===== src/rtl/zrp_pkg.sv =====
// Shared types, constants and helpers of the zero-range process step block.
`default_nettype none
package zrp_pkg;

    localparam int MAX_SITES  = 1024;
    localparam int ADDR_W     = $clog2(MAX_SITES);
    localparam int LEN_W      = ADDR_W + 1;
    localparam int COUNT_BITS = 16;
    localparam int TOTAL_W    = 36;
    localparam int WEIGHT_W   = 24;
    localparam int DIV_W      = 32;
    localparam int DIV_STEP   = 8;
    localparam int DIV_ITER   = DIV_W / DIV_STEP;
    localparam int DIV_CNT_W  = $clog2(DIV_ITER);

    localparam logic [DIV_W:0]          WEIGHT_ONE = (DIV_W+1)'(65536);
    localparam logic [WEIGHT_W-1:0]     WEIGHT_MAX = {WEIGHT_W{1'b1}};
    localparam logic [COUNT_BITS-1:0]   COUNT_MAX  = {COUNT_BITS{1'b1}};

    // Configuration register indexes
    localparam logic [1:0] CFG_NUM_SITES = 2'd0;
    localparam logic [1:0] CFG_INTER_B   = 2'd1;
    localparam logic [1:0] CFG_TAG_CLASS = 2'd2;

    localparam logic [LEN_W-1:0] NUM_SITES_RST = LEN_W'(MAX_SITES);
    localparam logic [WEIGHT_W-1:0] INTER_B_RST = WEIGHT_W'(65536);
    localparam logic [1:0] TAG_CLASS_RST = 2'd3;
    localparam logic [1:0] TAG_ALWAYS    = 2'd1;

    typedef enum logic [1:0] {
        CMD_WRITE = 2'd0,
        CMD_TAG   = 2'd1,
        CMD_STEP  = 2'd2,
        CMD_NONE  = 2'd3
    } t_cmd;

    typedef enum logic [1:0] {
        ST_OK       = 2'd0,
        ST_ZERO     = 2'd1,
        ST_OVERFLOW = 2'd2,
        ST_RANGE    = 2'd3
    } t_status;

    typedef enum logic [4:0] {
        S_CLEAR, S_IDLE, S_MUL, S_MUL2,
        S_SCAN_RD, S_SCAN_DAT, S_SCAN_DIV, S_SCAN_ACC,
        S_NXT_RD, S_NXT_DAT, S_UPD_W, S_UPD_DIV, S_UPD_ACC,
        S_TAG, S_TAG_DIV, S_WR1, S_WR2, S_OUT
    } t_state;

    typedef struct packed {
        logic                  start;
        logic [DIV_W-1:0]      dividend;
        logic [COUNT_BITS-1:0] divisor;
    } t_div_req;

    typedef struct packed {
        logic                  busy;
        logic                  done;
        logic [DIV_W-1:0]      quotient;
        logic [COUNT_BITS-1:0] remainder;
    } t_div_rsp;

    // Site weight from quotient b/n: one plus quotient, saturated
    function automatic logic [WEIGHT_W-1:0] weight_sat(input logic [DIV_W-1:0] q);
        logic [DIV_W:0] s;
        s = {1'b0, q} + WEIGHT_ONE;
        if (s > (DIV_W+1)'(WEIGHT_MAX)) begin
            return WEIGHT_MAX;
        end
        return s[WEIGHT_W-1:0];
    endfunction

endpackage
`default_nettype wire


===== src/rtl/zrp_div.sv =====
// Iterative restoring divider, several quotient bits per cycle.
`default_nettype none
module zrp_div (
    input  wire logic              i_clk,
    input  wire logic              i_rst_n,
    input  wire zrp_pkg::t_div_req i_req,
    output      zrp_pkg::t_div_rsp o_rsp
);
    import zrp_pkg::*;

    logic                  r_busy, n_busy;
    logic                  r_done, n_done;
    logic [DIV_CNT_W-1:0]  r_cnt, n_cnt;
    logic [COUNT_BITS:0]   r_rem, n_rem;
    logic [DIV_W-1:0]      r_quo, n_quo;
    logic [COUNT_BITS-1:0] r_dvs, n_dvs;

    // Next partial remainder and quotient
    always_comb begin
        logic [COUNT_BITS:0] rem;
        logic [DIV_W-1:0]    quo;
        rem    = r_rem;
        quo    = r_quo;
        n_busy = r_busy;
        n_done = 1'b0;
        n_cnt  = r_cnt;
        n_dvs  = r_dvs;
        if (i_req.start) begin
            rem    = '0;
            quo    = i_req.dividend;
            n_dvs  = i_req.divisor;
            n_busy = 1'b1;
            n_cnt  = '0;
        end else if (r_busy) begin
            for (int k = 0; k < DIV_STEP; k++) begin
                rem = {rem[COUNT_BITS-1:0], quo[DIV_W-1]};
                quo = {quo[DIV_W-2:0], 1'b0};
                if (rem >= {1'b0, r_dvs}) begin
                    rem    = rem - {1'b0, r_dvs};
                    quo[0] = 1'b1;
                end
            end
            n_cnt = r_cnt + 1'b1;
            if (r_cnt == DIV_CNT_W'(DIV_ITER - 1)) begin
                n_busy = 1'b0;
                n_done = 1'b1;
            end
        end
        n_rem = rem;
        n_quo = quo;
    end

    always_ff @(posedge i_clk) begin
        if (!i_rst_n) begin
            r_busy <= 1'b0;
            r_done <= 1'b0;
            r_cnt  <= '0;
        end else begin
            r_busy <= n_busy;
            r_done <= n_done;
            r_cnt  <= n_cnt;
        end
        r_rem <= n_rem;
        r_quo <= n_quo;
        r_dvs <= n_dvs;
    end

    assign o_rsp.busy      = r_busy;
    assign o_rsp.done      = r_done;
    assign o_rsp.quotient  = r_quo;
    assign o_rsp.remainder = r_rem[COUNT_BITS-1:0];
endmodule
`default_nettype wire


===== config.mk =====
export PLATFORM = sky130hd
export DESIGN_NAME = zrp_div
export DESIGN_NICKNAME = d
export VERILOG_FILES = /design/src/rtl/zrp_pkg.sv /design/src/rtl/zrp_div.sv
export SDC_FILE = /design/constraint.sdc
export NUM_CORES = 1
export LEC_CHECK = 0
export ABC_AREA = 1
export ABC_CLOCK_PERIOD_IN_PS = 19700
export BUFFER_PORTS_ARGS = -buffer_cell sky130_fd_sc_hd__buf_2
export CAP_MARGIN = 25
export CORE_UTILIZATION = 35
export DETAILED_ROUTE_END_ITERATION = 10
export GPL_ROUTABILITY_DRIVEN = 1
export GPL_TIMING_DRIVEN = 0
export SLEW_MARGIN = 30
export SYNTH_ARGS = -nofsm -noshare
export SYNTH_HDL_FRONTEND = slang
export SYNTH_SLANG_ARGS = --single-unit

===== constraint.sdc =====
create_clock -name i_clk -period 19.7 [get_ports i_clk]
set_clock_uncertainty 0.05 [all_clocks]
set_input_delay 2.955 -clock i_clk [delete_from_list [all_inputs] [get_ports i_clk]]
set_output_delay 2.955 -clock i_clk [all_outputs]
set_load 0.05 [all_outputs]

==> results.json, run 1 <==
{
  "globalRouteMet3Util_pct": 2.48,
  "setup_viol": 0,
  "layout_common_cells": "nand2_1, inv_1, ha_1",
  "timing.fmax_ghz": 0.0551,
  "tightestPinTransition_ns": 0.698,
  "status": "finished clean",
  "yosysSeqAreaShare_pct": 17.8,
  "fin_nets": 1932,
  "n_fill_cell": 3091,
  "synth-adder-area-share_pct": 17.2,
  "drive_gt1_share_pct": 15.8,
  "startpoint_type": "register",
  "async_reset_ff_share_pct": 0,
  "busiest_layer": "met2",
  "drv_cap": 0,
  "maxSlewViolCount": 0,
  "hold_viol": 0,
  "clockRootBuffer": "clkbuf_16",
  "start_util_pct": 35.8,
  "slowest_stage": "ha_1",
  "rows": 62,
  "cpPeakStageDelay_ns": 0.41,
  "fin_crit_sh_pct": 92.1,
  "clk-insertion-delay-late_ns": 0.35,
  "synth_xor_area_share_pct": 8.65,
  "syn_avg_cell_area_um2": 6.45,
  "portBuffers": 100,
  "grt.total_usage_pct": 23.3,
  "netlist_area_um2": 10300,
  "dr.pass1.iters": 5,
  "worstPathArrival_ns": 18.33,
  "cp_max_fo": 10,
  "worstPathRequired_ns": 19.88,
  "final_common_cell": "nand2_1",
  "clock-sinks": 68,
  "crit_path_frequent_cell": "nand2_1",
  "wl_per_cell_um": 16.5,
  "cts_made_buffers": 9,
  "via_count": 10861,
  "cts_max_level": 3,
  "ys_types": 50,
  "whs_ns": 0.421,
  "diodes": 0,
  "clk_pin_slew_ns": 0.06,
  "muxShareOfSynthArea_pct": 0,
  "die-area_um2": 30200,
  "cts_tree": "built",
  "period_needed_ns": 18.15,
  "drc": 0,
  "synth_edf_count": 48,
  "die_x_um": 174,
  "syn_inst": 1600,
  "synth_compound_area_share_pct": 13.7,
  "syn_to_final_growth_pct": 18.2,
  "grt_max_degree": 34,
  "grt_pass1_vias": 10345,
  "dp_hpwl_um": 26800,
  "min-delay-path-class": "register to register",
  "grt_overflow_total": 0,
  "grt.met1_usage_pct": 27.7,
  "yosysWarnings": 0,
  "antenna_found_initial": 0,
  "ys_ff_latch": 68,
  "use_met2_pct": 41.1,
  "synth_top_area_share_pct": 18.7,
  "synth_top_family_by_area": "simple AND/OR/NAND/NOR gates",
  "gp_congestion": 0.942,
  "holdBufCountCts": 0,
  "routed_via_density": 5.09,
  "synthFlopType": "edfxtp_1",
  "grt_first_pass_wirelength_um": 54700,
  "place_inst": 2084,
  "yosysTopAreaCell": "nand2_1",
  "routed_wl_um": 35200,
  "syn_nets": 1788,
  "yosys.area_share.simple_pct": 32.0,
  "slew_headroom_pct": 53.4,
  "clockBufferDepth": 2,
  "drtIter0Drc": 637,
  "path_class": "register to register",
  "yosys-top-cells-area": "nand2_1, ha_1, edfxtp_1",
  "final_area_um2": 12200,
  "core-area_um2": 28900,
  "worst_setup_path_end_kind": "register",
  "ant_nets": 0,
  "post_dp_cell_area_um2": 11300,
  "dieHeight_um": 174,
  "io_pins": 101,
  "final_cells": 2133
}
==> flip-flops by register name, indices dropped and copies added, names as in the netlist <==
name and count:
r_quo 32, r_dvs 16, r_rem 16, r_cnt 2, r_busy 1, r_done 1
==> final timing paths <==
path                            startpoint         to  slack, ns  cells after the start
worst max-delay path              r_dvs[6]  r_rem[11]       1.55                    125
worst max register to register    r_dvs[6]  r_rem[11]       1.55                    125
worst min-delay path              r_cnt[1]   r_cnt[1]       0.42                      2
worst min register to register    r_cnt[1]   r_cnt[1]       0.42                      2
==> synth_stat cells, types with 2 or more instances <==
cell      count
a21boi_0      4
dfxtp_1      20
o311ai_0      2
inv_1       235
nand3b_1      2
buf_4        10
ha_1        129
o21ai_2       2
clkbuf_1      8
nand2_1     514
nor2_4        4
a31oi_1      10
nor2_1       60
nand2_4       3
nand3_2       5
o21bai_1      6
o21ai_0      95
a21o_1        4
nor2_2        7
and3_1        3
nor4_1        6
nand2_2      11
o21a_1        3
buf_2        10
or2_2         2
buf_6         3
a221o_1       4
o21ai_1       4
a21oi_1     108
nand3_4       4
edfxtp_1     48
fa_1          8
nor3_1       13
xor2_1       53
nand3_1     108
xnor2_1      49
o211ai_1      6
nand4_1      19
inv_2         7
==> critical path: cells and delay by family, from the launching register on <==
family          cells  cell delay [ns]
buf+inv            27             3.61
fa+ha+maj           8             2.72
compound gates     25             4.08
flops               1             0.37
simple gates       65             7.09
==> area by class of cell <==
| type | count | area, um2 | share of cell area, % |
|---|---|---|---|
| tap | 384 | 480 | 3.94 |
| sequential | 68 | 1840 | 15.1 |
| buffer | 32 | 228 | 1.87 |
| clock buffer | 12 | 289 | 2.37 |
| inverter | 242 | 965 | 7.91 |
| clock inverter | 4 | 32.5 | 0.267 |
| multi-input combinational | 1258 | 7610 | 62.4 |
| timing repair buffer | 133 | 748 | 6.13 |
==> metal layers <==
| layer | part of all wire, % | wire, um | vias up |
|---|---|---|---|
| met4 | 5.6 | 1980 | 0 |
| li1 | - | - | 5539 |
| met1 | 42 | 14700 | 4922 |
| met3 | 4.5 | 1580 | 79 |
| met5 | 0 | 0 | - |
| met2 | 48 | 16900 | 321 |
==> stage by stage <==
step | TNS (ns) | setup slack (ns) | util (%)
finish | 0 | 1.55 | 42.3
floorplan | 0 | 2.89 | -
CTS | 0 | 0.00822 | 41.0
detailed placement | -26.31 | -1.64 | 39.2
global route | -0.310 | -0.0667 | 42.3
global placement | -23.51 | -1.47 | 39.2
==> repair_timing <==
action | in CTS | in global routing
endpoints found under the setup margin | 17 | 17
gates resized for setup | 31 | 81
setup buffers | 18 | 15
pin swaps | 0 | 16
==> cells by family (layout without fill, tap and decap cells) <==
| logic type | Yosys count | after routing |
|---|---|---|
| and+or+nand+nor | 764 | 764 |
| adders and majority gates | 137 | 137 |
| xor gates and xnor gates | 102 | 102 |
| DFF | 68 | 68 |
| AOI/OAI and AO/OA | 255 | 255 |
| buffers and inverters | 274 | 423 |
Power of run 1 is not shown: default switching activity piles up to over one toggle a cycle in this logic, so the estimate is an artifact.
==> run 2, diff against run 1 <==
--- a/config.mk
+++ b/config.mk
@@ -5,14 +5,15 @@
 export SDC_FILE = /design/constraint.sdc
 export NUM_CORES = 1
 export LEC_CHECK = 0
-export ABC_AREA = 1
 export ABC_CLOCK_PERIOD_IN_PS = 19700
 export BUFFER_PORTS_ARGS = -buffer_cell sky130_fd_sc_hd__buf_2
 export CAP_MARGIN = 25
-export CORE_UTILIZATION = 35
+export CORE_MARGIN = 3
+export CORE_UTILIZATION = 50
 export DETAILED_ROUTE_END_ITERATION = 10
 export GPL_ROUTABILITY_DRIVEN = 1
 export GPL_TIMING_DRIVEN = 0
+export PLACE_DENSITY = 0.69
 export SLEW_MARGIN = 30
 export SYNTH_ARGS = -nofsm -noshare
 export SYNTH_HDL_FRONTEND = slang
==> run 2 against run 1 <==
Highest routed layer unchanged. Worst setup slack lost 2.3 ns. Wire length up 0.17%. Sequential share of layout area decreased by 1.4 points. The run now ends with setup timing left. First-iteration DRC count increased by 50%. Maximum frequency fell by 11%. Area after synthesis fell by 5.3%. Register-to-register slack worse by 2.3 ns. Cell area rose by 11%.
==> results.json, run 2 <==
{
  "r2r_start": "r_dvs[4]",
  "grt_max_degree": 33,
  "ys_ff_latch": 68,
  "maxSlewViolCount": 0,
  "finalWorstSetupSlack_ns": -0.704,
  "worstPathArrival_ns": 20.54,
  "wl_per_cell_um": 21.1,
  "start_util_pct": 51.6,
  "clockBufferDepth": 2,
  "synth_common_cells": "ha_1, mux2_2, nor2_1",
  "worstPathRequired_ns": 19.84,
  "dr.pass1.iters": 7,
  "cp_max_fo": 8,
  "slowest_stage": "or4_4",
  "syn_avg_cell_area_um2": 8.65,
  "post_dp_cell_area_um2": 11000,
  "syn_to_final_growth_pct": 38.1,
  "status": "finished with violations",
  "cts_tree": "built",
  "holdBufCountCts": 0,
  "die-area_um2": 21300,
  "antenna_found_initial": 0,
  "fin_crit_sh_pct": 104,
  "clock-sinks": 68,
  "syn_inst": 1130,
  "clockRootBuffer": "clkbuf_16",
  "grt.total_usage_pct": 30.7,
  "yosysSeqAreaShare_pct": 18.8,
  "period_needed_ns": 20.40,
  "synth_edf_count": 48,
  "timing.fmax_ghz": 0.0490,
  "portBuffers": 100,
  "tns_ns": -11.01,
  "crit_path_frequent_cell": "o21ai_2",
  "synthFlopType": "edfxtp_1",
  "yosysMostFrequentCell": "ha_1",
  "yosysTopAreaCell": "ha_1",
  "min-delay-start": "r_cnt[1]",
  "async_reset_ff_share_pct": 0,
  "die_x_um": 146,
  "drtIter0Drc": 957,
  "ant_nets": 0,
  "rsz0062_at_grt": "yes",
  "syn_nets": 1318,
  "cpPeakStageDelay_ns": 0.56,
  "gp_congestion": 0.918,
  "yosys-top-cells-area": "ha_1, edfxtp_1, mux2_2",
  "clk-insertion-delay-late_ns": 0.34,
  "final_common_cell": "buf_4",
  "core-area_um2": 19000,
  "dieHeight_um": 146,
  "cts_made_buffers": 9,
  "largest_reg_flops": 32,
  "clk_pin_slew_ns": 0.06,
  "final_area_um2": 13500,
  "largest_register": "r_quo",
  "tightestPinTransition_ns": 0.967,
  "drive_gt1_share_pct": 41.6,
  "io_pins": 101,
  "rows": 50,
  "worst_setup_path_end_kind": "register",
  "startpoint_type": "register",
  "netlist_area_um2": 9770,
  "grt_pass1_vias": 9919,
  "cts_max_level": 3,
  "routed_wl_um": 35200,
  "drc": 0,
  "slew_headroom_pct": 33.7,
  "ys_types": 69,
  "layout_common_cells": "buf_4, buf_2, mux2_2",
  "diodes": 0,
  "violations": "setup timing",
  "routed_via_density": 6.16,
  "biggestRegsByFlops": "r_quo x32, r_dvs x16, r_rem x16",
  "grt_first_pass_wirelength_um": 52400,
  "setup_viol": 17,
  "crit_start": "r_dvs[4]",
  "min-delay-path-class": "register to register",
  "path_class": "register to register",
  "via_count": 10257,
  "synth_top_area_share_pct": 16.5,
  "n_fill_cell": 1353,
  "fin_nets": 1589,
  "yosysWarnings": 0,
  "drv_cap": 0,
  "grt_overflow_total": 0,
  "hold_viol": 0,
  "dp_hpwl_um": 22900
}
[run 2: area by class of cell]
type                    instances  area, um2  share of cell area, %
multi-input cells             958       8640                   64.0
flip-flops and latches         68       1840                   13.7
repair buffers                262       1760                   13.0
inverters                      75        337                   2.49
well taps                     260        325                   2.41
plain buffers                  27        260                   1.93
clock buffers                  11        253                   1.87
clock inverters                 5       83.8                  0.621
[run 2: logic make-up (layout without fill, tap and decap cells)]
group / Yosys count / count (layout) / synth area share (%)
AOI/OAI and AO/OA: 328 / 328 / 22.9
xor gates and xnor gates: 90 / 90 / 8.06
adders and majority gates: 137 / 137 / 18.2
buffers and inverters: 104 / 380 / 4.20
DFF: 68 / 68 / 18.8
muxes: 120 / 120 / 13.7
and+or+nand+nor: 283 / 283 / 14.2
[run 2: metal layers]
layer / vias up / share of wire [%] / track usage [%]
li1: 4791 / - / -
met1: 4825 / 40 / 37.7
met2: 493 / 46 / 51.3
met3: 148 / 7.6 / 5.20
met4: 0 / 6.6 / 16.7
met5: - / 0 / 0
[run 2: repair_timing]
item	in CTS	in global routing
endpoints found under the setup margin	18	17
cloned	2	1
setup buffers	112	48
gates resized for setup	99	81
pin swaps	60	85
[run 2: worst max-delay path: cells and delay by family (launching register included)]
kind | cells | cell delay, ns
AOI/OAI and AO/OA | 55 | 10.17
buffers and inverters | 15 | 2.38
adders and majority gates | 8 | 1.88
muxes | 7 | 1.90
and+or+nand+nor | 15 | 3.44
DFF | 1 | 0.38
[run 2: worst paths after layout]
| kind | end | slack, ns | depth (start not counted) |
|---|---|---|---|
| worst max-delay path | r_rem[2] | -0.70 | 100 |
| worst min-delay path | r_cnt[1] | 0.46 | 2 |
| worst max register to register | r_rem[2] | -0.70 | 100 |
| worst min register to register | r_cnt[1] | 0.46 | 2 |
[run 2: metrics by stage]
step,setup WS [ns],hold slack (ns),instances,utilization (%)
after floorplan,-0.366,0.415,1130,-
after global routing,-1.38,0.519,1666,71.2
after detailed placement,-3.64,0.459,1490,57.9
after global placement,-3.30,0.440,1490,57.9
after CTS,0.00461,0.477,1620,67.1
final,-0.704,0.462,1666,71.2
Power of run 2 is left out for the same reason.
